File: config.mk
export PLATFORM = sky130hd
export DESIGN_NAME = rmcb_divider
export DESIGN_NICKNAME = d
export VERILOG_FILES = /design/src/rtl/core/rmcb_pkg.sv /design/src/rtl/core/rmcb_divider.sv
export SDC_FILE = /design/constraint.sdc
export NUM_CORES = 1
export LEC_CHECK = 0
export ABC_CLOCK_PERIOD_IN_PS = 3000
export BUFFER_PORTS_ARGS = -buffer_cell sky130_fd_sc_hd__buf_2
export CELL_PAD_IN_SITES_DETAIL_PLACEMENT = 1
export CELL_PAD_IN_SITES_GLOBAL_PLACEMENT = 2
export CORE_MARGIN = 1
export CORE_UTILIZATION = 34
export CTS_BUF_LIST = sky130_fd_sc_hd__clkbuf_4 sky130_fd_sc_hd__clkbuf_8
export DETAILED_ROUTE_END_ITERATION = 10
export PLACE_DENSITY = 0.88
export SLEW_MARGIN = 30
export SYNTH_ARGS = -nofsm -noshare
export SYNTH_HDL_FRONTEND = slang
export SYNTH_SLANG_ARGS = --single-unit
File: constraint.sdc
create_clock -name clock -period 3 [get_ports clock]
set_input_delay 0.3 -clock clock [delete_from_list [all_inputs] [get_ports clock]]
set_output_delay 0.3 -clock clock [all_outputs]
set_load 0.02 [all_outputs]
File: src/rtl/core/rmcb_pkg.sv
// Shared types, constants and box tables for the region mean color box classifier.
package rmcb_pkg;

   localparam int unsigned CHAN_W    = 8;
   localparam int unsigned MEAN_W    = 8;
   localparam int unsigned NUM_CHAN  = 3;
   localparam int unsigned NUM_BOXES = 6;
   localparam int unsigned BOX_W     = 48;
   localparam int unsigned CLASS_W   = 3;
   localparam int unsigned BOX_IDX_W = 3;

   localparam logic [CLASS_W-1:0] CLASS_GREEN  = 3'd0;
   localparam logic [CLASS_W-1:0] CLASS_WHITE  = 3'd1;
   localparam logic [CLASS_W-1:0] CLASS_BLUE   = 3'd2;
   localparam logic [CLASS_W-1:0] CLASS_YELLOW = 3'd3;
   localparam logic [CLASS_W-1:0] CLASS_ORANGE = 3'd4;
   localparam logic [CLASS_W-1:0] CLASS_RED    = 3'd5;
   localparam logic [CLASS_W-1:0] CLASS_NONE   = 3'd6;

   typedef logic [BOX_W-1:0] box_type;

   // Boxes in scan order: blue, white, green, orange, yellow, red.
   localparam box_type BOX_RESET [NUM_BOXES] = '{
      48'd176566088771674, 48'd281474974407900, 48'd155029864473650,
      48'd281065525107230, 48'd281473712166400, 48'd280677966151680
   };

   localparam logic [CLASS_W-1:0] BOX_CLASS [NUM_BOXES] = '{
      CLASS_BLUE, CLASS_WHITE, CLASS_GREEN, CLASS_ORANGE, CLASS_YELLOW, CLASS_RED
   };

   typedef struct packed {
      logic [CHAN_W-1:0] pix_blue;
      logic [CHAN_W-1:0] pix_green;
      logic [CHAN_W-1:0] pix_red;
      logic              last_pixel;
   } req_type;

   typedef struct packed {
      logic [MEAN_W-1:0]  mean_blue;
      logic [MEAN_W-1:0]  mean_green;
      logic [MEAN_W-1:0]  mean_red;
      logic [CLASS_W-1:0] color_class;
      logic               region_overflow;
   } rsp_type;

   typedef struct packed {
      logic [BOX_IDX_W-1:0] reg_index;
      logic [BOX_W-1:0]     wdata;
   } csr_type;

   typedef enum logic [1:0] {
      ST_ACCUM,
      ST_DIVIDE,
      ST_CLASSIFY,
      ST_EMIT
   } state_type;

endpackage

File: src/rtl/core/rmcb_divider.sv
// Three-lane restoring divider that produces one quotient bit per cycle.
module rmcb_divider #(
   parameter int unsigned SUM_W = 21,
   parameter int unsigned CNT_W = 13
) (
   input  logic                                                clock,
   input  logic                                                reset,
   input  logic                                                start,
   input  logic [rmcb_pkg::NUM_CHAN-1:0][SUM_W-1:0]            dividend,
   input  logic [CNT_W-1:0]                                    divisor,
   output logic [rmcb_pkg::NUM_CHAN-1:0][rmcb_pkg::MEAN_W-1:0] quotient,
   output logic                                                done
);

   localparam int unsigned STEP_W = $clog2(rmcb_pkg::MEAN_W);

   logic                                                run_ff, run_in;
   logic [STEP_W-1:0]                                   step_ff, step_in;
   logic [SUM_W-1:0]                                    dsh_ff, dsh_in;
   logic [rmcb_pkg::NUM_CHAN-1:0][SUM_W-1:0]            rem_ff, rem_in;
   logic [rmcb_pkg::NUM_CHAN-1:0][rmcb_pkg::MEAN_W-1:0] quot_ff, quot_in;
   logic [rmcb_pkg::NUM_CHAN-1:0]                       ge;

   always_comb begin
      run_in  = run_ff;
      step_in = step_ff;
      dsh_in  = dsh_ff;
      rem_in  = rem_ff;
      quot_in = quot_ff;
      for (int c = 0; c < rmcb_pkg::NUM_CHAN; c++) begin
         ge[c] = rem_ff[c] >= dsh_ff;
      end
      if (start) begin
         run_in  = 1'b1;
         step_in = STEP_W'(rmcb_pkg::MEAN_W - 1);
         dsh_in  = SUM_W'({divisor, {(rmcb_pkg::MEAN_W - 1){1'b0}}});
         rem_in  = dividend;
      end else if (run_ff) begin
         run_in  = step_ff != '0;
         step_in = step_ff - STEP_W'(1);
         dsh_in  = dsh_ff >> 1;
         for (int c = 0; c < rmcb_pkg::NUM_CHAN; c++) begin
            rem_in[c]  = ge[c] ? rem_ff[c] - dsh_ff : rem_ff[c];
            quot_in[c] = {quot_ff[c][rmcb_pkg::MEAN_W-2:0], ge[c]};
         end
      end
   end

   always_ff @(posedge clock) begin
      if (reset) begin
         run_ff  <= 1'b0;
         step_ff <= '0;
      end else begin
         run_ff  <= run_in;
         step_ff <= step_in;
      end
      dsh_ff  <= dsh_in;
      rem_ff  <= rem_in;
      quot_ff <= quot_in;
   end

   assign done     = run_ff && (step_ff == '0);
   assign quotient = quot_ff;

endmodule

==> metrics.yaml, run 1 <==
place:
  place_inst: 1223
  place.gp.congestion: 0.868
  portBuffers: 103
  dp_hpwl_mm: 18.6
grt:
  grt_pass1_vias: 7018
  grt_max_degree: 48
  antenna_found_initial: 1
  grt_pass1_wl_mm: 37.8
  gr-total-overflow: 0
  grt_usage_pct: 20.5
sta:
  setup_viol: 0
  max_freq_mhz: 353
  fin_crit_sh_pct: 94.4
  timing.slew.headroom_pct: 59.1
  rsz0062_at_grt: "false"
  slew_violations: 0
  tns_ps: 0
  fin_skew_ps: 27.6
  period_minus_slack_ps: 2830
  tightest_slew_ps: 608
  hold_viol_final: 0
detailed_routing:
  wl_mm: 23.6
  drt_iter0_markers: 419
  drtPass1Iterations: 4
  route.detailed.drc: 0
  vias: 6860
  ant_nets: 0
  via_per_inst: 5.54
  wl_per_cell_um: 19.1
die:
  start_util_pct: 34.7
  die_area_mm2: 0.0236
  die_y_um: 154
  rows: 55
  die_x_um: 154
  core_area_mm2: 0.0226
  io_pins: 104
yosys:
  ys_seq_elements: 111
  synthDistinctLibCells: 69
  synth_seq_area_share_pct: 41.2
  syn-num-nets: 980
  synth_edf_count: 100
  synth_flop_cell: "edfxtp_1"
  avgSynthCellArea_um2: 9.36
  ys_async_sr_fraction_pct: 0
  yosys_warnings: 0
  synth_area_mm2: 0.00782
  synthCells: 836
setup_path:
  crit_type: "reg2reg"
  start_kind: "flip-flop"
  path_buf_inv: 1
  cp-end-kind: "flip-flop"
  cp_data_arrival_time_ps: 3010
  crit_slowest_cell: "a311oi_1"
  worstPathRequired_ps: 3180
  path_cells: "inv_1 > ha_1 > a211o_1 > a21oi_2 > nand4_1 > a311oi_1 > a211oi_1 > o31a_1"
  critPathTopFamily: "compound AO/OA/AOI/OAI gates"
  cp_max_fo: 5
  cpPeakStageDelay_ps: 480
power_and_ir_drop:
  ir_drop_mv: 0.309
  power-per-cell-area_mw_per_mm2: 774
  p_leak_nw: 3.74
cts:
  root_buffer: "clkbuf_8"
  cts_resized: 0
  path_clk_slew_ps: 120
  clk_latency_ps: 410
  clkSinkCount: 111
  cts_hold_buf: 0
  post_cts.repair.setup_buffers: 0
  numCtsBuffers: 9
  tritoncts: "built"
  htree_levels: 3
  cts_buffer_depth: 2
cells_and_area:
  layout_common_cells: "102 x buf_2, 100 x edfxtp_1, 97 x nand2_1"
  antenna_cells: 0
  mostFrequentLayoutCell: "buf_2"
  nets: 1093
  layout-drive-gt1-share_pct: 17.5
  finalNonFillerCells: 1239
  area_growth_pct: 16.0
outcome:
  status: "finished clean"
min_path:
  hold_path.class: "in2reg"
job:
  maxCapViolCount: 0
final timing paths:
kind / start / end / slack, ps / depth (start not counted)
worst max-delay path: dsh_ff[6] / rem_ff[36] / 170 / 8
worst min-delay path: reset / step_ff[2] / 80 / 2
worst max register to register: dsh_ff[6] / rem_ff[36] / 170 / 8
worst min register to register: quotient[10] / quotient[11] / 440 / 0
final cells by class:
class / count / area [µm²]
fillers: 2625 / 13500
multi-input cells: 646 / 4350
inverters: 49 / 184
repair buffers: 132 / 752
well taps: 285 / 357
flip-flops and latches: 111 / 3220
clock buffers: 10 / 131
clock inverters: 6 / 78.8
flip-flops by register name, summed over array words and instances, names as in the netlist:
name      cells
dsh_ff       20
quotient     24
rem_ff       63
run_ff        1
step_ff       3
worst reg2reg max path, delay by kind of cell (launching register included):
kind            cells  cell delay, ps
buf+inv             1             130
simple gates        1             220
compound gates      5            1460
fa+ha+maj           1             410
flops               1             380
metal layers:
layer,wire (µm),part of all wire (%),GRT usage [%]
met3,899,3.8,3.52
met4,323,1.4,4.43
met5,13,0.055,0
met2,11100,47,34.3
met1,11300,48,27.7
Yosys cell counts, types with 5 or more instances:
| cell type | number | area share (%) |
|---|---|---|
| edfxtp_1 | 100 | 38 |
| nand2_1 | 97 | 4.7 |
| nor2_1 | 67 | 3.2 |
| ha_1 | 62 | 9.9 |
| o21ai_0 | 61 | 3.9 |
| a21oi_1 | 56 | 3.6 |
| inv_1 | 48 | 2.3 |
| a21o_1 | 27 | 2.6 |
| clkbuf_1 | 21 | 1.0 |
| nor3_1 | 21 | 1.3 |
| o31ai_1 | 18 | 1.7 |
| nand3_1 | 16 | 1.0 |
| xnor2_1 | 16 | 1.8 |
| a211oi_1 | 15 | 1.4 |
| nand4_1 | 13 | 1.0 |
| o21a_1 | 13 | 1.2 |
| dfxtp_1 | 11 | 2.8 |
| a22o_1 | 10 | 1.1 |
| mux2i_1 | 10 | 1.3 |
| nor2b_1 | 10 | 0.80 |
| xor2_1 | 10 | 1.1 |
| a311oi_1 | 8 | 0.90 |
| o211ai_1 | 8 | 0.77 |
| a31oi_1 | 7 | 0.56 |
| buf_1 | 7 | 0.34 |
| and2_1 | 6 | 0.48 |
| and4_1 | 6 | 0.67 |
| nor4_1 | 6 | 0.48 |
| o21bai_1 | 6 | 0.58 |
| and3_1 | 5 | 0.40 |
| nand2b_1 | 5 | 0.40 |
| or3_1 | 5 | 0.40 |
kinds of logic after synthesis:
logic type,after synthesis,share of synthesized area [%]
xor+xnor,26,2.91
simple gates,270,16.2
compound gates,274,23.7
mux,11,1.42
fa+ha+maj,65,10.7
buf+inv,79,3.82
flops,111,41.2
stage by stage:
step / area, µm² / util, % / total power [mW] / hold slack [ps] / worst slack, ps
after floorplan: 7840 / - / 4.94 / 369 / 116
after global placement: 8830 / 39.1 / 5.88 / 431 / 212
after detailed placement: 8830 / 39.1 / 5.97 / 435 / 89.8
after CTS: 9040 / 40.1 / 7.01 / 67.5 / 59.3
after global routing: 9070 / 40.2 / 7.57 / 69.0 / 27.9
final: 9070 / 40.2 / 7.02 / 83.3 / 167
power breakdown:
group	leakage (nW)	internal, mW	switching [mW]
Sequential	1.08	2.14	0.139
Combinational	2.56	1.49	2.24
Clock	0.108	0.413	0.594
(Power assumes the default switching activity.)
==> run 2: changes to the inputs <==
Settings changed: RECOVER_POWER set to 50.
==> run 2 against run 1 <==
Against the previous run: critical path type unchanged; maximum frequency hardly changed; via count is 0.16% higher; first-iteration DRC count is 5.0% lower; the run now ends with capacitance limit, slew limit left; sequential share of layout area is 0.22 points higher; clock skew is 1.8 ps lower; final cell count stayed put; global-route usage stayed put.
==> metrics.yaml, run 2 (synthesized netlist as in run 1, its figures left out) <==
outcome:
  status: "complete, but fails checks"
  violations: "capacitance limit, slew limit"
sta:
  timing.slew.headroom_pct: -10.3
  slew_violations: 108
  fin_crit_sh_pct: 94.4
  tns_ps: 0
  fin_skew_ps: 25.8
  hold_viol_final: 0
  rsz0062_at_grt: "false"
  setup_viol: 0
  period_minus_slack_ps: 2830
  max_freq_mhz: 353
  tightest_slew_ps: 1650
cells_and_area:
  ff_latch_area_mm2: 0.00322
  final_util_pct: 40.0
  nets: 1093
  finalNonFillerCells: 1239
  layout-drive-gt1-share_pct: 14.4
  regMostFlops: "rem_ff"
  fillers: 2639
  largest_reg_flops: 63
  multi_input_area_mm2: 0.00434
  layout_common_cells: "100 x edfxtp_1, 97 x nand2_1, 77 x buf_2"
  mostFrequentLayoutCell: "edfxtp_1"
  area_growth_pct: 15.3
  antenna_cells: 0
cts:
  tritoncts: "built"
  root_buffer: "clkbuf_8"
  numCtsBuffers: 9
  cts_buffer_depth: 2
  path_clk_slew_ps: 120
  clkSinkCount: 111
  cts_hold_buf: 0
  htree_levels: 3
  clk_latency_ps: 410
grt:
  gr-total-overflow: 0
  grt_usage_pct: 20.5
  grt_pass1_wl_mm: 37.8
  grt_max_degree: 48
  antenna_found_initial: 1
  grt_pass1_vias: 7018
setup_path:
  path_cells: "inv_1 > ha_1 > and3_1 > a22o_1 > or3_1 > o211a_1 > o31ai_4 > a31oi_2 > buf_4"
  crit_slowest_cell: "edfxtp_1"
  cp_data_arrival_time_ps: 3000
  cp_max_fo: 9
  worstPathRequired_ps: 3170
  path_buf_inv: 2
  critPathTopFamily: "compound AO/OA/AOI/OAI gates"
  cpPeakStageDelay_ps: 410
  crit_type: "reg2reg"
  cp-end-kind: "flip-flop"
  start_kind: "flip-flop"
power_and_ir_drop:
  ir_drop_mv: 0.309
  power_mw: 7.02
  power-per-cell-area_mw_per_mm2: 779
  p_leak_nw: 3.65
job:
  maxCapViolCount: 3
die:
  rows: 55
  start_util_pct: 34.7
  die_x_um: 154
  die_area_mm2: 0.0236
  die_y_um: 154
  io_pins: 104
  core_area_mm2: 0.0226
detailed_routing:
  drt_iter0_markers: 398
  ant_nets: 0
  via_per_inst: 5.55
  wl_mm: 23.7
  vias: 6871
  wl_per_cell_um: 19.1
  route.detailed.drc: 0
  drtPass1Iterations: 6
place:
  place_inst: 1223
  dp_hpwl_mm: 18.6
  place.gp.congestion: 0.868
  portBuffers: 103
min_path:
  hold_path.class: "in2reg"
run 2: cell count changes in the layout (fill, tap and decap cells not counted):
| cell | delta |
|---|---|
| clkbuf_2 | +1 |
| nor2_4 | -1 |
| nor2_1 | +1 |
| clkbuf_1 | +29 |
| buf_2 | -25 |
| buf_4 | -5 |
run 2: layout make-up:
cell class                 count  area share, %
timing repair buffer         132           7.80
tap                          285           3.95
clock inverter                 6          0.874
inverter                      49           2.04
sequential                   111           35.7
clock buffer                  10           1.46
multi-input combinational    646           48.1
run 2: repair_timing:
action / 4_1_cts / 5_1_grt
gates resized for setup: 0 / 5
setup buffers: 0 / 0
setup endpoints to repair: 0 / 21
run 2: worst paths after layout:
check,start,endpoint,slack [ps],cells after the start
worst max-delay path,dsh_ff[8],rem_ff[11],170,9
worst min-delay path,reset,step_ff[2],90,2
worst max register to register,dsh_ff[8],rem_ff[11],170,9
worst min register to register,quotient[10],quotient[11],440,0
run 2: report_power, final:
part           internal (mW)  switching, mW
clock network          0.413          0.598
logic                   1.48           2.25
registers               2.15          0.138
total                   4.04           2.98
run 2: worst register-to-register path: cells and delay by family, from the launching register on:
kind	cells	cell delay, ps
AND/OR/NAND/NOR	2	530
AO/OA/AOI/OAI	4	970
flip-flops	1	410
adder cells (fa/ha/maj)	1	320
buffers and inverters	2	360
run 2: through the flow:
| stage | setup WS [ps] | area, µm² | hold WS, ps |
|---|---|---|---|
| detailed placement | 89.8 | 8830 | 435 |
| finish | 169 | 9020 | 86.5 |
| CTS | 59.3 | 9040 | 67.5 |
| floorplan | 116 | 7840 | 369 |
| global placement | 212 | 8830 | 431 |
| global route | 14.6 | 9020 | 69.0 |
run 2: routing by layer:
metal | wire length [µm] | vias to the layer above | global-route usage, % | share of wire [%]
li1 | - | 3387 | - | -
met1 | 11300 | 3314 | 27.7 | 48
met2 | 11100 | 145 | 34.3 | 47
met3 | 896 | 23 | 3.52 | 3.8
met4 | 322 | 2 | 4.43 | 1.4
met5 | 13 | - | 0 | 0.055
==> run 3: changes to the inputs <==
Settings changed: PLACE_DENSITY 0.88 to 0.85.
==> run 3 against run 2 <==
Against the previous run: the run still ends with capacitance limit, slew limit left; die area unchanged; sequential power is essentially flat; clock power shrank 11%; register-to-register slack worse by 30 ps; setup slack lost 30 ps; first-iteration DRC count fell by 26%; sequential cell count unchanged; clock skew down 13 ps; critical path depth unchanged; via count is 0.28% higher; critical endpoint is now rem_ff[7]; largest cell class unchanged; largest power group unchanged; highest routed layer is now met4.
==> metrics.yaml, run 3 (synthesized netlist as in run 1, its figures left out) <==
cells_and_area:
  area_growth_pct: 14.9
  fillers: 2653
  regMostFlops: "rem_ff"
  finalNonFillerCells: 1235
  layout-drive-gt1-share_pct: 14.4
  mostFrequentLayoutCell: "edfxtp_1"
  antenna_cells: 0
  layout_common_cells: "100 x edfxtp_1, 97 x nand2_1, 77 x buf_2"
  largest_reg_flops: 63
  nets: 1089
detailed_routing:
  route.detailed.drc: 0
  vias: 6890
  drt_iter0_markers: 295
  via_per_inst: 5.58
  drtPass1Iterations: 5
  wl_mm: 23.7
  wl_per_cell_um: 19.2
  ant_nets: 0
power_and_ir_drop:
  power_mw: 6.92
  intPower_mw: 3.98
  pwr-share-comb_pct: 54.1
  pwr-share-clk_pct: 13.0
  ir_drop_mv: 0.244
  power-per-cell-area_mw_per_mm2: 769
  p_leak_nw: 3.63
  sw_frac_of_total_pct: 42.4
  power.switching_mw: 2.94
  p_seq_share_pct: 32.9
setup_path:
  reg2reg_depth: 9
  cp-end-kind: "flip-flop"
  worstPathRequired_ps: 3150
  r2r_end: "rem_ff[7]"
  crit_type: "reg2reg"
  start_kind: "flip-flop"
  ff2ff_setup_slack_ps: 140
  cp_max_fo: 11
  r2r_start: "dsh_ff[8]"
  cp_data_arrival_time_ps: 3010
min_path:
  worstHoldPathCells: 2
  hold_path.startpoint: "reset"
  holdPathEnd: "step_ff[2]"
  hold_path.class: "in2reg"
outcome:
  status: "complete, but fails checks"
  violations: "capacitance limit, slew limit"
job:
  maxCapViolCount: 1
place:
  place.gp.congestion: 0.851
  dp_hpwl_mm: 18.5
  portBuffers: 103
  place_inst: 1219
grt:
  grt_max_degree: 53
  grt_pass1_vias: 6864
  grtUsageMet2_pct: 33.8
  grt_util_met3_pct: 3.10
  busiest_layer: "met2"
  grt_usage_pct: 20.4
  globalRouteMet1Util_pct: 28.0
  gr-total-overflow: 0
  grt_pass1_wl_mm: 37.5
  antenna_found_initial: 0
die:
  rows: 55
  io_pins: 104
  core_area_mm2: 0.0226
  die_x_um: 154
  die_area_mm2: 0.0236
  start_util_pct: 34.7
  die_y_um: 154
sta:
  timing.slew.headroom_pct: -4.89
  rsz0062_at_grt: "false"
  hold_viol_final: 0
  max_freq_mhz: 350
  tns_ps: 0
  fin_skew_ps: 13.2
  setup_viol: 0
  slew_violations: 32
  fin_crit_sh_pct: 95.4
  tightest_slew_ps: 1570
  period_minus_slack_ps: 2860
cts:
  clk_latency_ps: 390
  tritoncts: "built"
  root_buffer: "clkbuf_8"
  clkSinkCount: 111
  cts_buffer_depth: 2
  post_cts.repair.setup_buffers: 0
  path_clk_slew_ps: 110
  htree_levels: 3
  numCtsBuffers: 9
## run 3: cell count changes in the layout (fill, tap and decap cells not counted), moves of 2 or more
cell and change:
buf_12 +2, clkinv_4 -3, clkbuf_1 -2, buf_4 -2, inv_8 -2, inv_4 +2, clkbuf_8 +2
## run 3: cell type report
type,count,area [µm²],share of cell area [%]
Timing Repair Buffer,128,704,7.83
Inverter,49,184,2.05
Tap cell,285,357,3.97
Clock inverter,4,26.3,0.292
Clock buffer,12,159,1.77
Multi-Input combinational cell,646,4340,48.2
Sequential cell,111,3220,35.8
## run 3: critical path: stages (launching register included)
cell and delay (ps):
edfxtp_1 400, inv_1 150, ha_2 340, and3_1 200
a22o_1 250, or3_1 320, o211a_2 310, o31ai_4 280
a31oi_2 130, buf_4 230
## run 3: power groups by stage
stage | registers, mW | logic, mW | clock network [mW]
CTS | 2.28 | 3.71 | 0.930
floorplan | 2.28 | 2.66 | 0
detailed placement | 2.32 | 3.67 | 0
finish | 2.28 | 3.74 | 0.899
global placement | 2.30 | 3.59 | 0
global route | 2.31 | 4.15 | 0.990
## run 3: routing by layer
layer / wire, µm / up-vias
met5: 0 / -
met4: 321 / 0
met3: 947 / 20
met2: 11200 / 165
met1: 11200 / 3329
li1: - / 3376
## run 3: per-stage QoR
step	area [µm²]	hold slack, ps	utilization (%)	worst slack (ps)
after global routing	8990	94.5	39.8	14.8
after detailed placement	8830	428	39.1	29.9
after global placement	8830	430	39.1	176
after floorplan	7840	369	-	116
after CTS	9020	81.2	40.0	86.0
final	8990	108	39.8	139
## run 3: worst max-delay path by stage
stage | startpoint | to | slack, ps | cells past startpoint
5_1_grt | dsh_ff[6] | rem_ff[8] | 10 | 9
3_5_place_dp | dsh_ff[8] | rem_ff[2] | 30 | 9
3_3_place_gp | dsh_ff[8] | rem_ff[3] | 180 | 9
6_report | dsh_ff[8] | rem_ff[7] | 140 | 9
4_1_cts | dsh_ff[8] | rem_ff[20] | 90 | 9
2_1_floorplan | dsh_ff[1] | rem_ff[42] | 120 | 8
## run 3: repair_timing
action,CTS,global route
pin swaps,0,0
hold buffers,0,0
setup endpoints to repair,9,21
resized for setup,1,3
